==> src/hw/rtl/sitr_pkg.sv <==
`timescale 1ns / 1ps

package sitr_pkg;

  localparam int VALUE_W       = 64;
  localparam int RADIX_W       = 8;
  localparam int CODE_W        = 7;
  localparam int BIT_CNT_W     = 6;
  localparam int DEF_MAX_CHARS = 15;
  localparam int RADIX_MIN     = 2;
  localparam int RADIX_MAX     = 224;
  localparam int ALPHA_LEN     = 91;
  localparam int PUNCT_LEN     = 29;

  localparam logic [CODE_W-1:0] MINUS_CODE = 7'd45;
  localparam logic [CODE_W-1:0] NULL_CODE  = 7'd0;

  typedef struct packed {
    logic              in_alphabet;
    logic [CODE_W-1:0] code;
  } sym_t;

  localparam logic [CODE_W-1:0] PUNCT [PUNCT_LEN] = '{
    7'd33, 7'd35, 7'd36, 7'd37, 7'd38, 7'd40, 7'd41, 7'd42, 7'd43, 7'd44,
    7'd45, 7'd46, 7'd47, 7'd58, 7'd59, 7'd60, 7'd61, 7'd62, 7'd63, 7'd64,
    7'd91, 7'd93, 7'd94, 7'd95, 7'd96, 7'd123, 7'd124, 7'd125, 7'd126
  };

  // 0-9, A-Z, a-z, then punctuation; anything beyond is flagged.
  function automatic sym_t alpha_code(input logic [RADIX_W-1:0] d);
    sym_t s;
    logic [4:0] idx;
    s   = '{in_alphabet: 1'b1, code: NULL_CODE};
    idx = 5'(d - 8'd62);
    if (d < 8'd10) begin
      s.code = 7'(d + 8'd48);
    end else if (d < 8'd36) begin
      s.code = 7'(d + 8'd55);
    end else if (d < 8'd62) begin
      s.code = 7'(d + 8'd61);
    end else if (d < 8'(ALPHA_LEN)) begin
      s.code = PUNCT[idx];
    end else begin
      s.in_alphabet = 1'b0;
    end
    return s;
  endfunction

endpackage

==> src/hw/rtl/sitr_in_if.sv <==
`timescale 1ns / 1ps

interface sitr_in_if;
  logic                                valid;
  logic                                ready;
  logic signed [sitr_pkg::VALUE_W-1:0] value;
  logic        [sitr_pkg::RADIX_W-1:0] radix;

  modport source (output valid, output value, output radix, input ready);
  modport sink   (input valid, input value, input radix, output ready);
endinterface

==> src/hw/rtl/sitr_out_if.sv <==
`timescale 1ns / 1ps

interface sitr_out_if;
  logic                        valid;
  logic                        ready;
  logic [sitr_pkg::CODE_W-1:0] char_code;
  logic                        in_alphabet;
  logic                        last;
  logic                        empty_res;

  modport source (output valid, output char_code, output in_alphabet, output last,
                  output empty_res, input ready);
  modport sink   (input valid, input char_code, input in_alphabet, input last,
                  input empty_res, output ready);
endinterface

==> src/hw/rtl/sitr_bitdiv.sv <==
`timescale 1ns / 1ps

// Restoring divider, one quotient bit per cycle.
module sitr_bitdiv (
  input  logic                           clk,
  input  logic                           rst,
  input  logic                           start,
  input  logic [sitr_pkg::VALUE_W-1:0]   dividend,
  input  logic [sitr_pkg::RADIX_W-1:0]   divisor,
  output logic                           done,
  output logic [sitr_pkg::VALUE_W-1:0]   quotient,
  output logic [sitr_pkg::RADIX_W-1:0]   remainder
);

  localparam int VW = sitr_pkg::VALUE_W;
  localparam int RW = sitr_pkg::RADIX_W;
  localparam int CW = sitr_pkg::BIT_CNT_W;

  logic [VW-1:0] q;
  logic [RW-1:0] r;
  logic [RW-1:0] d;
  logic [CW-1:0] cnt;
  logic          busy;

  logic [RW:0]   trial;
  logic          ge;
  logic [RW:0]   diff;
  logic [RW-1:0] r_next;
  logic [VW-1:0] q_next;

  always_comb begin
    trial  = {r, q[VW-1]};
    ge     = trial >= {1'b0, d};
    diff   = trial - {1'b0, d};
    r_next = ge ? diff[RW-1:0] : trial[RW-1:0];
    q_next = {q[VW-2:0], ge};
  end

  always_ff @(posedge clk) begin
    if (rst) begin
      busy <= 1'b0;
      done <= 1'b0;
      cnt  <= '0;
    end else begin
      done <= 1'b0;
      if (start) begin
        busy <= 1'b1;
        cnt  <= '0;
      end else if (busy) begin
        cnt <= cnt + 1'b1;
        if (cnt == CW'(VW - 1)) begin
          busy <= 1'b0;
          done <= 1'b1;
        end
      end
    end
  end

  always_ff @(posedge clk) begin
    if (start) begin
      q <= dividend;
      r <= '0;
      d <= divisor;
    end else if (busy) begin
      q <= q_next;
      r <= r_next;
    end
  end

  assign quotient  = q;
  assign remainder = r;

endmodule

==> src/hw/rtl/signed_integer_to_radix_text_unit.sv <==
`timescale 1ns / 1ps

// Channel   Dir  Payload                                  Handshake
// in_ch     in   value[63:0] signed, radix[7:0]           valid/ready
// out_ch    out  char_code[6:0], in_alphabet, last,       valid/ready
//                empty_res
//
// One value at a time. Each digit comes from a full 64-bit division in the bit-serial
// divider; up to MAX_CHARS digits, then one character out per cycle while the output
// is not stalled. Bad radix: one empty transaction the cycle after acceptance.
// Synchronous active-high reset clears the control state only.
// Output stalls hold the character register; input is taken only when idle
// and the output register is free.
module signed_integer_to_radix_text_unit #(
  parameter int MAX_CHARS = sitr_pkg::DEF_MAX_CHARS
) (
  input  logic              clk,
  input  logic              rst,
  sitr_in_if.sink           in_ch,
  sitr_out_if.source        out_ch
);

  localparam int VW    = sitr_pkg::VALUE_W;
  localparam int RW    = sitr_pkg::RADIX_W;
  localparam int KW    = sitr_pkg::CODE_W;
  localparam int CNT_W = $clog2(MAX_CHARS + 1);

  typedef enum logic [1:0] {IDLE, DIVIDE, EMIT} state_t;

  state_t           state;
  logic [RW-1:0]    base;
  logic             neg;
  logic             sign_pend;
  logic [CNT_W-1:0] nd;
  logic [CNT_W-1:0] n;
  logic [RW-1:0]    stk [MAX_CHARS];

  logic             ovalid;
  logic [KW-1:0]    ocode;
  logic             oinal;
  logic             olast;
  logic             oempty;

  logic             in_acc;
  logic             radix_ok;
  logic [VW-1:0]    vu;
  logic [VW-1:0]    mag;
  logic             out_free;
  logic             div_start;
  logic [VW-1:0]    div_dividend;
  logic [RW-1:0]    div_divisor;
  logic             div_done;
  logic [VW-1:0]    div_q;
  logic [RW-1:0]    div_r;
  logic [CNT_W-1:0] nd_next;
  logic             more;
  logic             push;
  logic             pop;
  logic             dig_last;
  sitr_pkg::sym_t   sym;

  always_comb begin
    out_free    = !ovalid || out_ch.ready;
    in_ch.ready = (state == IDLE) && out_free;
    in_acc      = in_ch.valid && in_ch.ready;
    radix_ok    = (in_ch.radix >= RW'(sitr_pkg::RADIX_MIN)) &&
                  (in_ch.radix <= RW'(sitr_pkg::RADIX_MAX));
    vu          = in_ch.value;
    mag         = vu[VW-1] ? (VW'(0) - vu) : vu;
    nd_next     = nd + 1'b1;
    more        = (div_q != '0) && (nd_next != CNT_W'(MAX_CHARS));
    push        = (state == DIVIDE) && div_done;
    pop         = (state == EMIT) && out_free && !sign_pend;
    dig_last    = (nd == CNT_W'(1)) || (n == CNT_W'(MAX_CHARS - 1));
    sym         = sitr_pkg::alpha_code(stk[0]);
    div_start   = (in_acc && radix_ok) || (push && more);
    div_dividend = (state == IDLE) ? mag : div_q;
    div_divisor  = (state == IDLE) ? in_ch.radix : base;
  end

  sitr_bitdiv u_div (
    .clk       (clk),
    .rst       (rst),
    .start     (div_start),
    .dividend  (div_dividend),
    .divisor   (div_divisor),
    .done      (div_done),
    .quotient  (div_q),
    .remainder (div_r)
  );

  always_ff @(posedge clk) begin
    if (rst) begin
      state     <= IDLE;
      ovalid    <= 1'b0;
      sign_pend <= 1'b0;
      nd        <= '0;
      n         <= '0;
    end else begin
      if (out_ch.ready) begin
        ovalid <= 1'b0;
      end
      unique case (state)
        IDLE: begin
          if (in_acc) begin
            if (radix_ok) begin
              base  <= in_ch.radix;
              neg   <= vu[VW-1];
              nd    <= '0;
              state <= DIVIDE;
            end else begin
              ovalid <= 1'b1;
              ocode  <= sitr_pkg::NULL_CODE;
              oinal  <= 1'b0;
              olast  <= 1'b1;
              oempty <= 1'b1;
            end
          end
        end
        DIVIDE: begin
          if (div_done) begin
            nd <= nd_next;
            if (!more) begin
              sign_pend <= neg;
              n         <= '0;
              state     <= EMIT;
            end
          end
        end
        EMIT: begin
          if (out_free) begin
            ovalid <= 1'b1;
            oempty <= 1'b0;
            n      <= n + 1'b1;
            if (sign_pend) begin
              sign_pend <= 1'b0;
              ocode     <= sitr_pkg::MINUS_CODE;
              oinal     <= 1'b1;
              olast     <= 1'b0;
            end else begin
              ocode <= sym.code;
              oinal <= sym.in_alphabet;
              olast <= dig_last;
              nd    <= nd - 1'b1;
              if (dig_last) begin
                state <= IDLE;
              end
            end
          end
        end
        default: state <= IDLE;
      endcase
    end
  end

  // Digit stack: push at the top during division, pop from the top on output.
  always_ff @(posedge clk) begin
    if (push) begin
      stk[0] <= div_r;
      for (int i = 1; i < MAX_CHARS; i++) begin
        stk[i] <= stk[i-1];
      end
    end else if (pop) begin
      for (int i = 0; i < MAX_CHARS - 1; i++) begin
        stk[i] <= stk[i+1];
      end
    end
  end

  assign out_ch.valid       = ovalid;
  assign out_ch.char_code   = ocode;
  assign out_ch.in_alphabet = oinal;
  assign out_ch.last        = olast;
  assign out_ch.empty_res   = oempty;

endmodule

==> src/flat_wrapper.sv <==
// flat-port wrapper written by rule: the top's interface ports become plain ports
module signed_integer_to_radix_text_unit_flat 
#(
  parameter int MAX_CHARS = sitr_pkg::DEF_MAX_CHARS
)
  (clk, rst, in_ch_valid, in_ch_value, in_ch_radix, in_ch_ready, out_ch_valid, out_ch_char_code, out_ch_in_alphabet, out_ch_last, out_ch_empty_res, out_ch_ready);
  sitr_in_if in_ch_i ();
  sitr_out_if out_ch_i ();
  input  logic clk;
  input  logic rst;
  input wire logic [$bits(in_ch_i.valid)-1:0] in_ch_valid;
  input wire logic [$bits(in_ch_i.value)-1:0] in_ch_value;
  input wire logic [$bits(in_ch_i.radix)-1:0] in_ch_radix;
  output wire logic [$bits(in_ch_i.ready)-1:0] in_ch_ready;
  output wire logic [$bits(out_ch_i.valid)-1:0] out_ch_valid;
  output wire logic [$bits(out_ch_i.char_code)-1:0] out_ch_char_code;
  output wire logic [$bits(out_ch_i.in_alphabet)-1:0] out_ch_in_alphabet;
  output wire logic [$bits(out_ch_i.last)-1:0] out_ch_last;
  output wire logic [$bits(out_ch_i.empty_res)-1:0] out_ch_empty_res;
  input wire logic [$bits(out_ch_i.ready)-1:0] out_ch_ready;
  assign in_ch_i.valid = in_ch_valid;
  assign in_ch_i.value = in_ch_value;
  assign in_ch_i.radix = in_ch_radix;
  assign in_ch_ready = in_ch_i.ready;
  assign out_ch_valid = out_ch_i.valid;
  assign out_ch_char_code = out_ch_i.char_code;
  assign out_ch_in_alphabet = out_ch_i.in_alphabet;
  assign out_ch_last = out_ch_i.last;
  assign out_ch_empty_res = out_ch_i.empty_res;
  assign out_ch_i.ready = out_ch_ready;
  signed_integer_to_radix_text_unit #(.MAX_CHARS(MAX_CHARS)) u_core (.clk(clk), .rst(rst), .in_ch(in_ch_i), .out_ch(out_ch_i));
endmodule
==> config.mk <==
export PLATFORM = sky130hd
export DESIGN_NAME = signed_integer_to_radix_text_unit_flat
export DESIGN_NICKNAME = d
export VERILOG_FILES = /design/src/hw/rtl/sitr_pkg.sv /design/src/hw/rtl/sitr_in_if.sv /design/src/hw/rtl/sitr_out_if.sv /design/src/hw/rtl/sitr_bitdiv.sv /design/src/hw/rtl/signed_integer_to_radix_text_unit.sv /design/src/flat_wrapper.sv
export SDC_FILE = /design/constraint.sdc
export NUM_CORES = 1
export LEC_CHECK = 0
export BUFFER_PORTS_ARGS = -buffer_cell sky130_fd_sc_hd__buf_2
export CORE_ASPECT_RATIO = 1.25
export CORE_UTILIZATION = 30
export CTS_CLUSTER_DIAMETER = 30
export CTS_CLUSTER_SIZE = 24
export DETAILED_ROUTE_END_ITERATION = 10
export GPL_TIMING_DRIVEN = 0
export SLEW_MARGIN = 5
export SYNTH_ARGS = -nofsm -noshare
export SYNTH_HDL_FRONTEND = slang
export SYNTH_SLANG_ARGS = --single-unit
==> constraint.sdc <==
create_clock -name clk -period 9.2 [get_ports clk]
set_input_delay 0.92 -clock clk [delete_from_list [all_inputs] [get_ports clk]]
set_output_delay 0.92 -clock clk [all_outputs]
set_load 0.02 [all_outputs]
# After elaboration in Yosys (flattened, before gate mapping)
# Memories as Yosys holds them, arrays and structs flattened.
# Cells that the tools add are included.
[word_totals]
ram_bits = 120
input_bits = 76
output_inout_bits = 12
mem_count = 2
reg_bits = 119
romBits = 224
[mem_list]
columns = ["name", "words", "word_bits", "rd", "rd_ports_with_merged_regs", "wr", "line", "text"]
rows = [
  ["(no name shown)", 32, 7, 1, 0, 0, "sitr_pkg.sv:42", "s.code = PUNCT[idx];"],
  ["u_core.stk", 15, 8, 15, 0, 15, "signed_integer_to_radix_text_unit.sv:36", "logic [RW-1:0] stk [MAX_CHARS];"],
]
[classes]
n_addsub = 10
n_mux = 82
n_reduce_logical = 28
n_eq_ne = 15
bitwise_logic = 17
order_cmp = 8
[ops]
columns = ["op", "n"]
rows = [
  ["two-way mux 64 bit", 4],
  ["two-way mux 8 bit", 16],
  ["two-way mux 7 bit", 10],
  ["nonzero test 64 bit", 1],
  ["subtractor 1 x 64 -> 64 bit, first input constant", 1],
  ["two-way mux 4 bit", 8],
  ["two-way mux 1 bit", 28],
  ["adder 7 x 6 -> 7 bit, second input constant", 3],
  ["< comparator 8 x 6 -> 1 bit, second input constant", 2],
  ["two-way mux 2 bit", 7],
  ["bitwise OR 1 bit", 14],
  ["case mux 7 bit (2 select lines)", 1],
  ["case mux 4 bit (3 select lines)", 1],
  ["!= test 2 bit, second input constant", 5],
  ["case mux 1 bit (2 select lines)", 5],
  [">= comparator 9 x 8 -> 1 bit", 1],
  ["logical AND 1 bit", 9],
  ["adder 4 x 1 -> 4 bit, second input constant", 2],
  [">= comparator 8 x 2 -> 1 bit, second input constant", 1],
  ["<= comparator 8 bit, second input constant", 1],
  ["< comparator 8 x 4 -> 1 bit, second input constant", 1],
  ["< comparator 8 x 7 -> 1 bit, second input constant", 1],
  ["!= test 2 x 1 -> 1 bit, second input constant", 4],
  ["case mux 4 bit (2 select lines)", 1],
  ["26 further kinds", 33],
]

# Longest topological paths before layout
[logic_depth]
word_depth = 12
depth_mapped = 11

# By module
# From an unflattened synthesis, not the netlist that was laid out.
[hier_totals]
hier_cells = 1231
area_unflattened_um2 = 14010.9
[by_module_without_submodules]
columns = ["module", "seq_area_each_um2", "area_per_inst_um2", "n_inst", "cells_per_inst"]
rows = [
  ["signed_integer_to_radix_text_unit", 4414.2, 9912.0, 1, 943],
  ["sitr_bitdiv", 2482.4, 4098.9, 1, 288],
]

# Worst setup path after synthesis
# No wires, ideal clock.
[synth_timing]
kind = "in2reg"
from = "input port in_ch_radix[4]"
to = "register u_core.u_div.q[0] (netlist: u_core.u_div.quotient[0]) (enable)"
required_ps = 8625
slack_ps = 1445
t_arrival_ps = 7180
path_stages = 8
path_cell_list = "or4_1 -> or4_1 -> nand3_1 -> o21a_1 -> buf_2 -> inv_2 -> clkbuf_1 -> o21ai_0"
[synth_between]
elab_chain_cells = 6
[synth_lines]
columns = ["item", "line", "text"]
rows = [
  ["start: declaration", "flat_wrapper.sv:13", "input wire logic [$bits(in_ch_i.radix)-1:0] in_ch_radix;"],
  [">= comparator 8 x 2 -> 1 bit or <= comparator 8 bit (tied branches)", "signed_integer_to_radix_text_unit.sv:66, signed_integer_to_radix_text_unit.sv:67", ""],
  ["logical AND 1 bit (*)", "signed_integer_to_radix_text_unit.sv:66", "radix_ok = (in_ch.radix >= RW'(sitr_pkg::RADIX_MIN)) &&"],
  ["logical AND 1 bit (*)", "signed_integer_to_radix_text_unit.sv:76", "div_start = (in_acc && radix_ok) || (push && more);"],
  ["logical OR 1 bit (*)", "signed_integer_to_radix_text_unit.sv:76", ""],
  ["!= test 2 bit (no source line) or nonzero test 2 bit (tied branches)", "--", ""],
  ["AND reduction 2 bit (no source line) (*)", "--", ""],
  ["end signal: assignment", "sitr_bitdiv.sv:61", "q <= dividend;"],
  ["end signal: assignment", "sitr_bitdiv.sv:65", "q <= q_next;"],
  ["end: declaration", "sitr_bitdiv.sv:19", "logic [VW-1:0] q;"],
]
# Every way passes the cells marked *; elsewhere a longest branch is shown, timed or not.
# A chain may end at the register's enable or synchronous reset.

# Final worst setup path
[layout_timing]
from = "input port in_ch_radix[4]"
to = "register u_core.u_div.q[42] (netlist: u_core.u_div.quotient[42]) (enable)"
# The elaborated chain is that of the path after synthesis.

==> Implementation_results.wiki <==
{| class="wikitable"
! Metric !! Value
|-
| Full die area || 43830 µm²
|-
| Number of global-route vias before repair || 9462
|-
| Avg Vias per Cell || 5.046
|-
| Cell area reported after detailed placement || 14130 µm²
|-
| Met2 wire length || 14.67 mm
|-
| PD cells || 281.1 nW/µm²
|-
| Critical path launch point type || input port
|-
| Die Ht || 233.8 µm
|-
| Combined area of all synthesized cells || 12900 µm²
|-
| Fin worst setup slack || 5.320 ns
|-
| HP Start || u_core.stk[0][109]
|-
| Pre-antenna DRT Iters || 5
|-
| Synthesis-stage register bit count || 239
|-
| Cts hold-fix bufs || 0
|-
| GP Congestion || 0.8765
|-
| Share of synthesized registers carrying an async set or reset || 0%
|-
| Largest net degree at the start of global routing || 64
|-
| CTS Root Buffer Type || clkbuf_16
|-
| Routed length on met3 || 1.317 mm
|-
| Final HPWL from detailed placement || 21.97 mm
|-
| Min Clock Period, post-route || 3.880 ns
|-
| DRC violation total after the first TritonRoute iteration || 634
|-
| Distinct cells, synth || 68
|-
| Predominant post-synthesis flop cell || edfxtp_1
|-
| Residual DRC || 0
|-
| Initial core utilization || 30.52%
|-
| Chain of cells forming the critical path || buf_2 -> or4_1 -> or4_1 -> nand3_1 -> o21a_1 -> buf_2 -> inv_2 -> clkbuf_1 -> o21ai_4 -> buf_12
|-
| Number of nets in the layout || 1355
|-
| Number of top-level pins || 88
|-
| Tightest slew margin relative to the limit || 33.32%
|-
| Cell family with most CP delay || simple AND/OR/NAND/NOR gates
|-
| Hold Vio Cnt, Final || 0
|-
| Horiz. Die Dim || 187.4 µm
|-
| Hold/Removal Path Class || flip-flop to flip-flop
|-
| Post-DR wirelength/cell || 16.16 µm
|-
| Post-Synthesis Cells || 1105
|-
| Unrepaired setup endpoints after global routing || false
|-
| Measured slew at the worst slew-check pin || 1.000 ns
|-
| Number of nets still failing antenna checks after routing || 0
|-
| Routed via count || 9265
|-
| Clock tree from TritonCTS || yes
|-
| GRT Util Overall || 13.62%
|-
| Number of failing setup endpoints in the final timing report || 0
|-
| CORE AREA || 42250 µm²
|-
| Placement Rows || 84
|-
| First-pass GRT wire length || 48.82 mm
|-
| Area growth, synth to finish || 21.37%
|-
| Post-CTS setup buffer count || 0
|-
| Layout Cells excl Fill || 1836
|-
| Share of the clock period used by the worst path after layout || 42.17%
|-
| Clk sink count || 239
|-
| Most area-hungry cell type in the Yosys netlist || edfxtp_1
|-
| Final count of pins violating max slew || 0
|-
| Buffers plus inverters on the worst setup path || 5
|-
| Required time at the worst-slack endpoint || 9.43 ns
|-
| Final wirelength || 29.66 mm
|-
| Reported max-cap violation count || 0
|-
| Yosys Warn Count || 0
|-
| Mean instance size in the synthesized netlist || 11.67 µm²
|-
| Clock transition at the register clock pins on the worst setup and hold paths after CTS || 0.05 ns
|-
| Arr. time, crit path || 4.11 ns
|-
| Total instance count after detailed placement || 1754
|-
| Nature of the critical path endpoint || flip-flop
|-
| Worst setup path class || input port to flip-flop
|-
| Dpl ws || 4.748 ns
|-
| Final Instance Area || 15650 µm²
|-
| Number of port buffers || 87
|-
| Cells resized by post-CTS repair || 0
|-
| Antenna violations before repair || 4
|-
| Total routed wire length on the met1 layer || 12.87 mm
|-
| Status || finished clean
|-
| Peak clock frequency supported by timing || 257.7 MHz
|-
| Worst r2r src || u_core.u_div.quotient[53]
|-
| Register area share after synthesis || 53.48%
|-
| Worst-case vdd ir drop || 146.1 µV
|-
| Maximum single-stage delay on the critical path || 0.61 ns
|-
| Overflow left after global routing || 0
|-
| Clock insertion delay at the later pin of the skew report || 0.54 ns
|-
| CP Launch Point || in_ch_radix[4]
|-
| Largest fanout on the critical path || 29
|-
| Number of buffers inserted during clock tree synthesis || 46
|-
| Post-synthesis net count || 1217
|-
| Max H-tree Level || 2
|-
| Post-synth top area share || 49.13%
|-
| Share of layout cells above drive strength 1 || 24.76%
|-
| CTS max path bufs || 3
|-
| Crit-path slowest cell || or4_1
|-
| Max Clock Skew || 0.02258 ns
|-
| Number of flops mapped to enable cells by yosys || 211
|-
| Static Leak || 0.005235 µW
|-
| Top cells by area in the synthesized netlist || edfxtp_1 (49%), mux2_2 (10%), dfxtp_1 (4.3%), xor2_1 (4.2%), o21ai_0 (3.7%)
|-
| Top routing layer used || met5
|}
==> layer usage <==
layer,global-route usage (%),vias to the layer above
met5,0,-
met4,4.751,4
met3,2.484,54
met2,23.78,239
met1,16.88,4484
li1,-,4484
==> area by class of cell <==
| class | count | area (µm²) |
|---|---|---|
| fillers | 4185 | 26600 |
| clock inverters | 33 | 351.6 |
| plain buffers | 58 | 237.7 |
| flip-flops and latches | 239 | 6897 |
| diodes | 1 | 2.502 |
| clock buffers | 48 | 1169 |
| multi-input cells | 772 | 5650 |
| well taps | 559 | 699.4 |
| inverters | 36 | 135.1 |
| repair buffers | 90 | 510.5 |
==> sequential cells by signal, indices dropped and copies added (netlist names), 4 cells and up <==
signal                   flops
u_core.out_ch.char_code      7
u_core.nd                    4
u_core.u_div.cnt             6
u_core.n                     4
u_core.u_div.d               8
u_core.stk                 120
u_core.u_div.remainder       8
u_core.base                  8
u_core.u_div.quotient       64
==> power by group <==
part | switching [µW] | leakage, µW | internal, µW
logic | 662 | 0.00245 | 422
clock network | 579 | 0.000737 | 1050
registers | 140 | 0.00205 | 1550
==> metrics by stage <==
| stage | hold slack [ns] | setup TNS (ns) | power, µW | util, % |
|---|---|---|---|---|
| floorplan | 0.4204 | 0 | 2470 | - |
| global placement | 0.4244 | -66.33 | 2781 | 33.21 |
| detailed placement | 0.4293 | 0 | 2801 | 33.44 |
| CTS | 0.4353 | 0 | 4445 | 37.04 |
| global route | 0.4645 | 0 | 4652 | 37.04 |
| finish | 0.4309 | 0 | 4400 | 37.05 |
==> placed cells by master (no fill, tap or decap), types with 17 or more instances in the layout <==
master / instances
a21oi_1: 37
buf_2: 91
clkbuf_1: 40
clkbuf_16: 46
dfxtp_1: 28
edfxtp_1: 211
ha_1: 35
inv_1: 35
mux2_2: 114
nand2_1: 103
nand3_1: 17
nor2_1: 45
nor3_1: 21
nor4_1: 27
o21ai_0: 94
o31ai_1: 22
xor2_1: 62
==> worst register-to-register path: cells and delay by family, from the launching register on <==
kind | cells | cell delay (ns)
AND/OR/NAND/NOR | 3 | 1.32
buffers and inverters | 4 | 0.99
flip-flops | 1 | 0.39
AO/OA/AOI/OAI | 2 | 0.80
==> final timing paths <==
path,slack [ns],end,cells past startpoint
worst min register to register,0.43,u_core.stk[0][117],0
worst max register to register,5.37,u_core.u_div.quotient[42],9
worst min-delay path,0.43,u_core.stk[0][117],0
worst max-delay path,5.32,u_core.u_div.quotient[42],10
==> synth_stat cells (all sizes together) (3+ instances only) <==
cell type,number
buf,19
a311oi,9
xor2,62
a21oi,37
a31oi,6
or4,15
o211ai,5
o21a,3
a21o,3
or2,5
and2,3
edfxtp,211
inv,36
o21ai,99
nor3,21
xnor2,16
nor2,45
o41ai,15
a21boi,3
nand2,104
nor4,27
mux2i,8
or3,15
nand4,15
mux2,114
o31ai,27
dfxtp,28
a211oi,7
ha,35
clkbuf,39
nand2b,15
nor3b,3
nand3,18
nor2b,7
==> cell families after synthesis <==
logic type / count (synthesis) / share of synthesized area [%]
simple gates: 300 / 11.70
mux: 123 / 10.75
compound gates: 235 / 12.33
fa+ha+maj: 36 / 3.551
flops: 239 / 53.48
xor+xnor: 78 / 5.297
buf+inv: 94 / 2.891
Note: power is estimated with default switching activity, not from simulation.
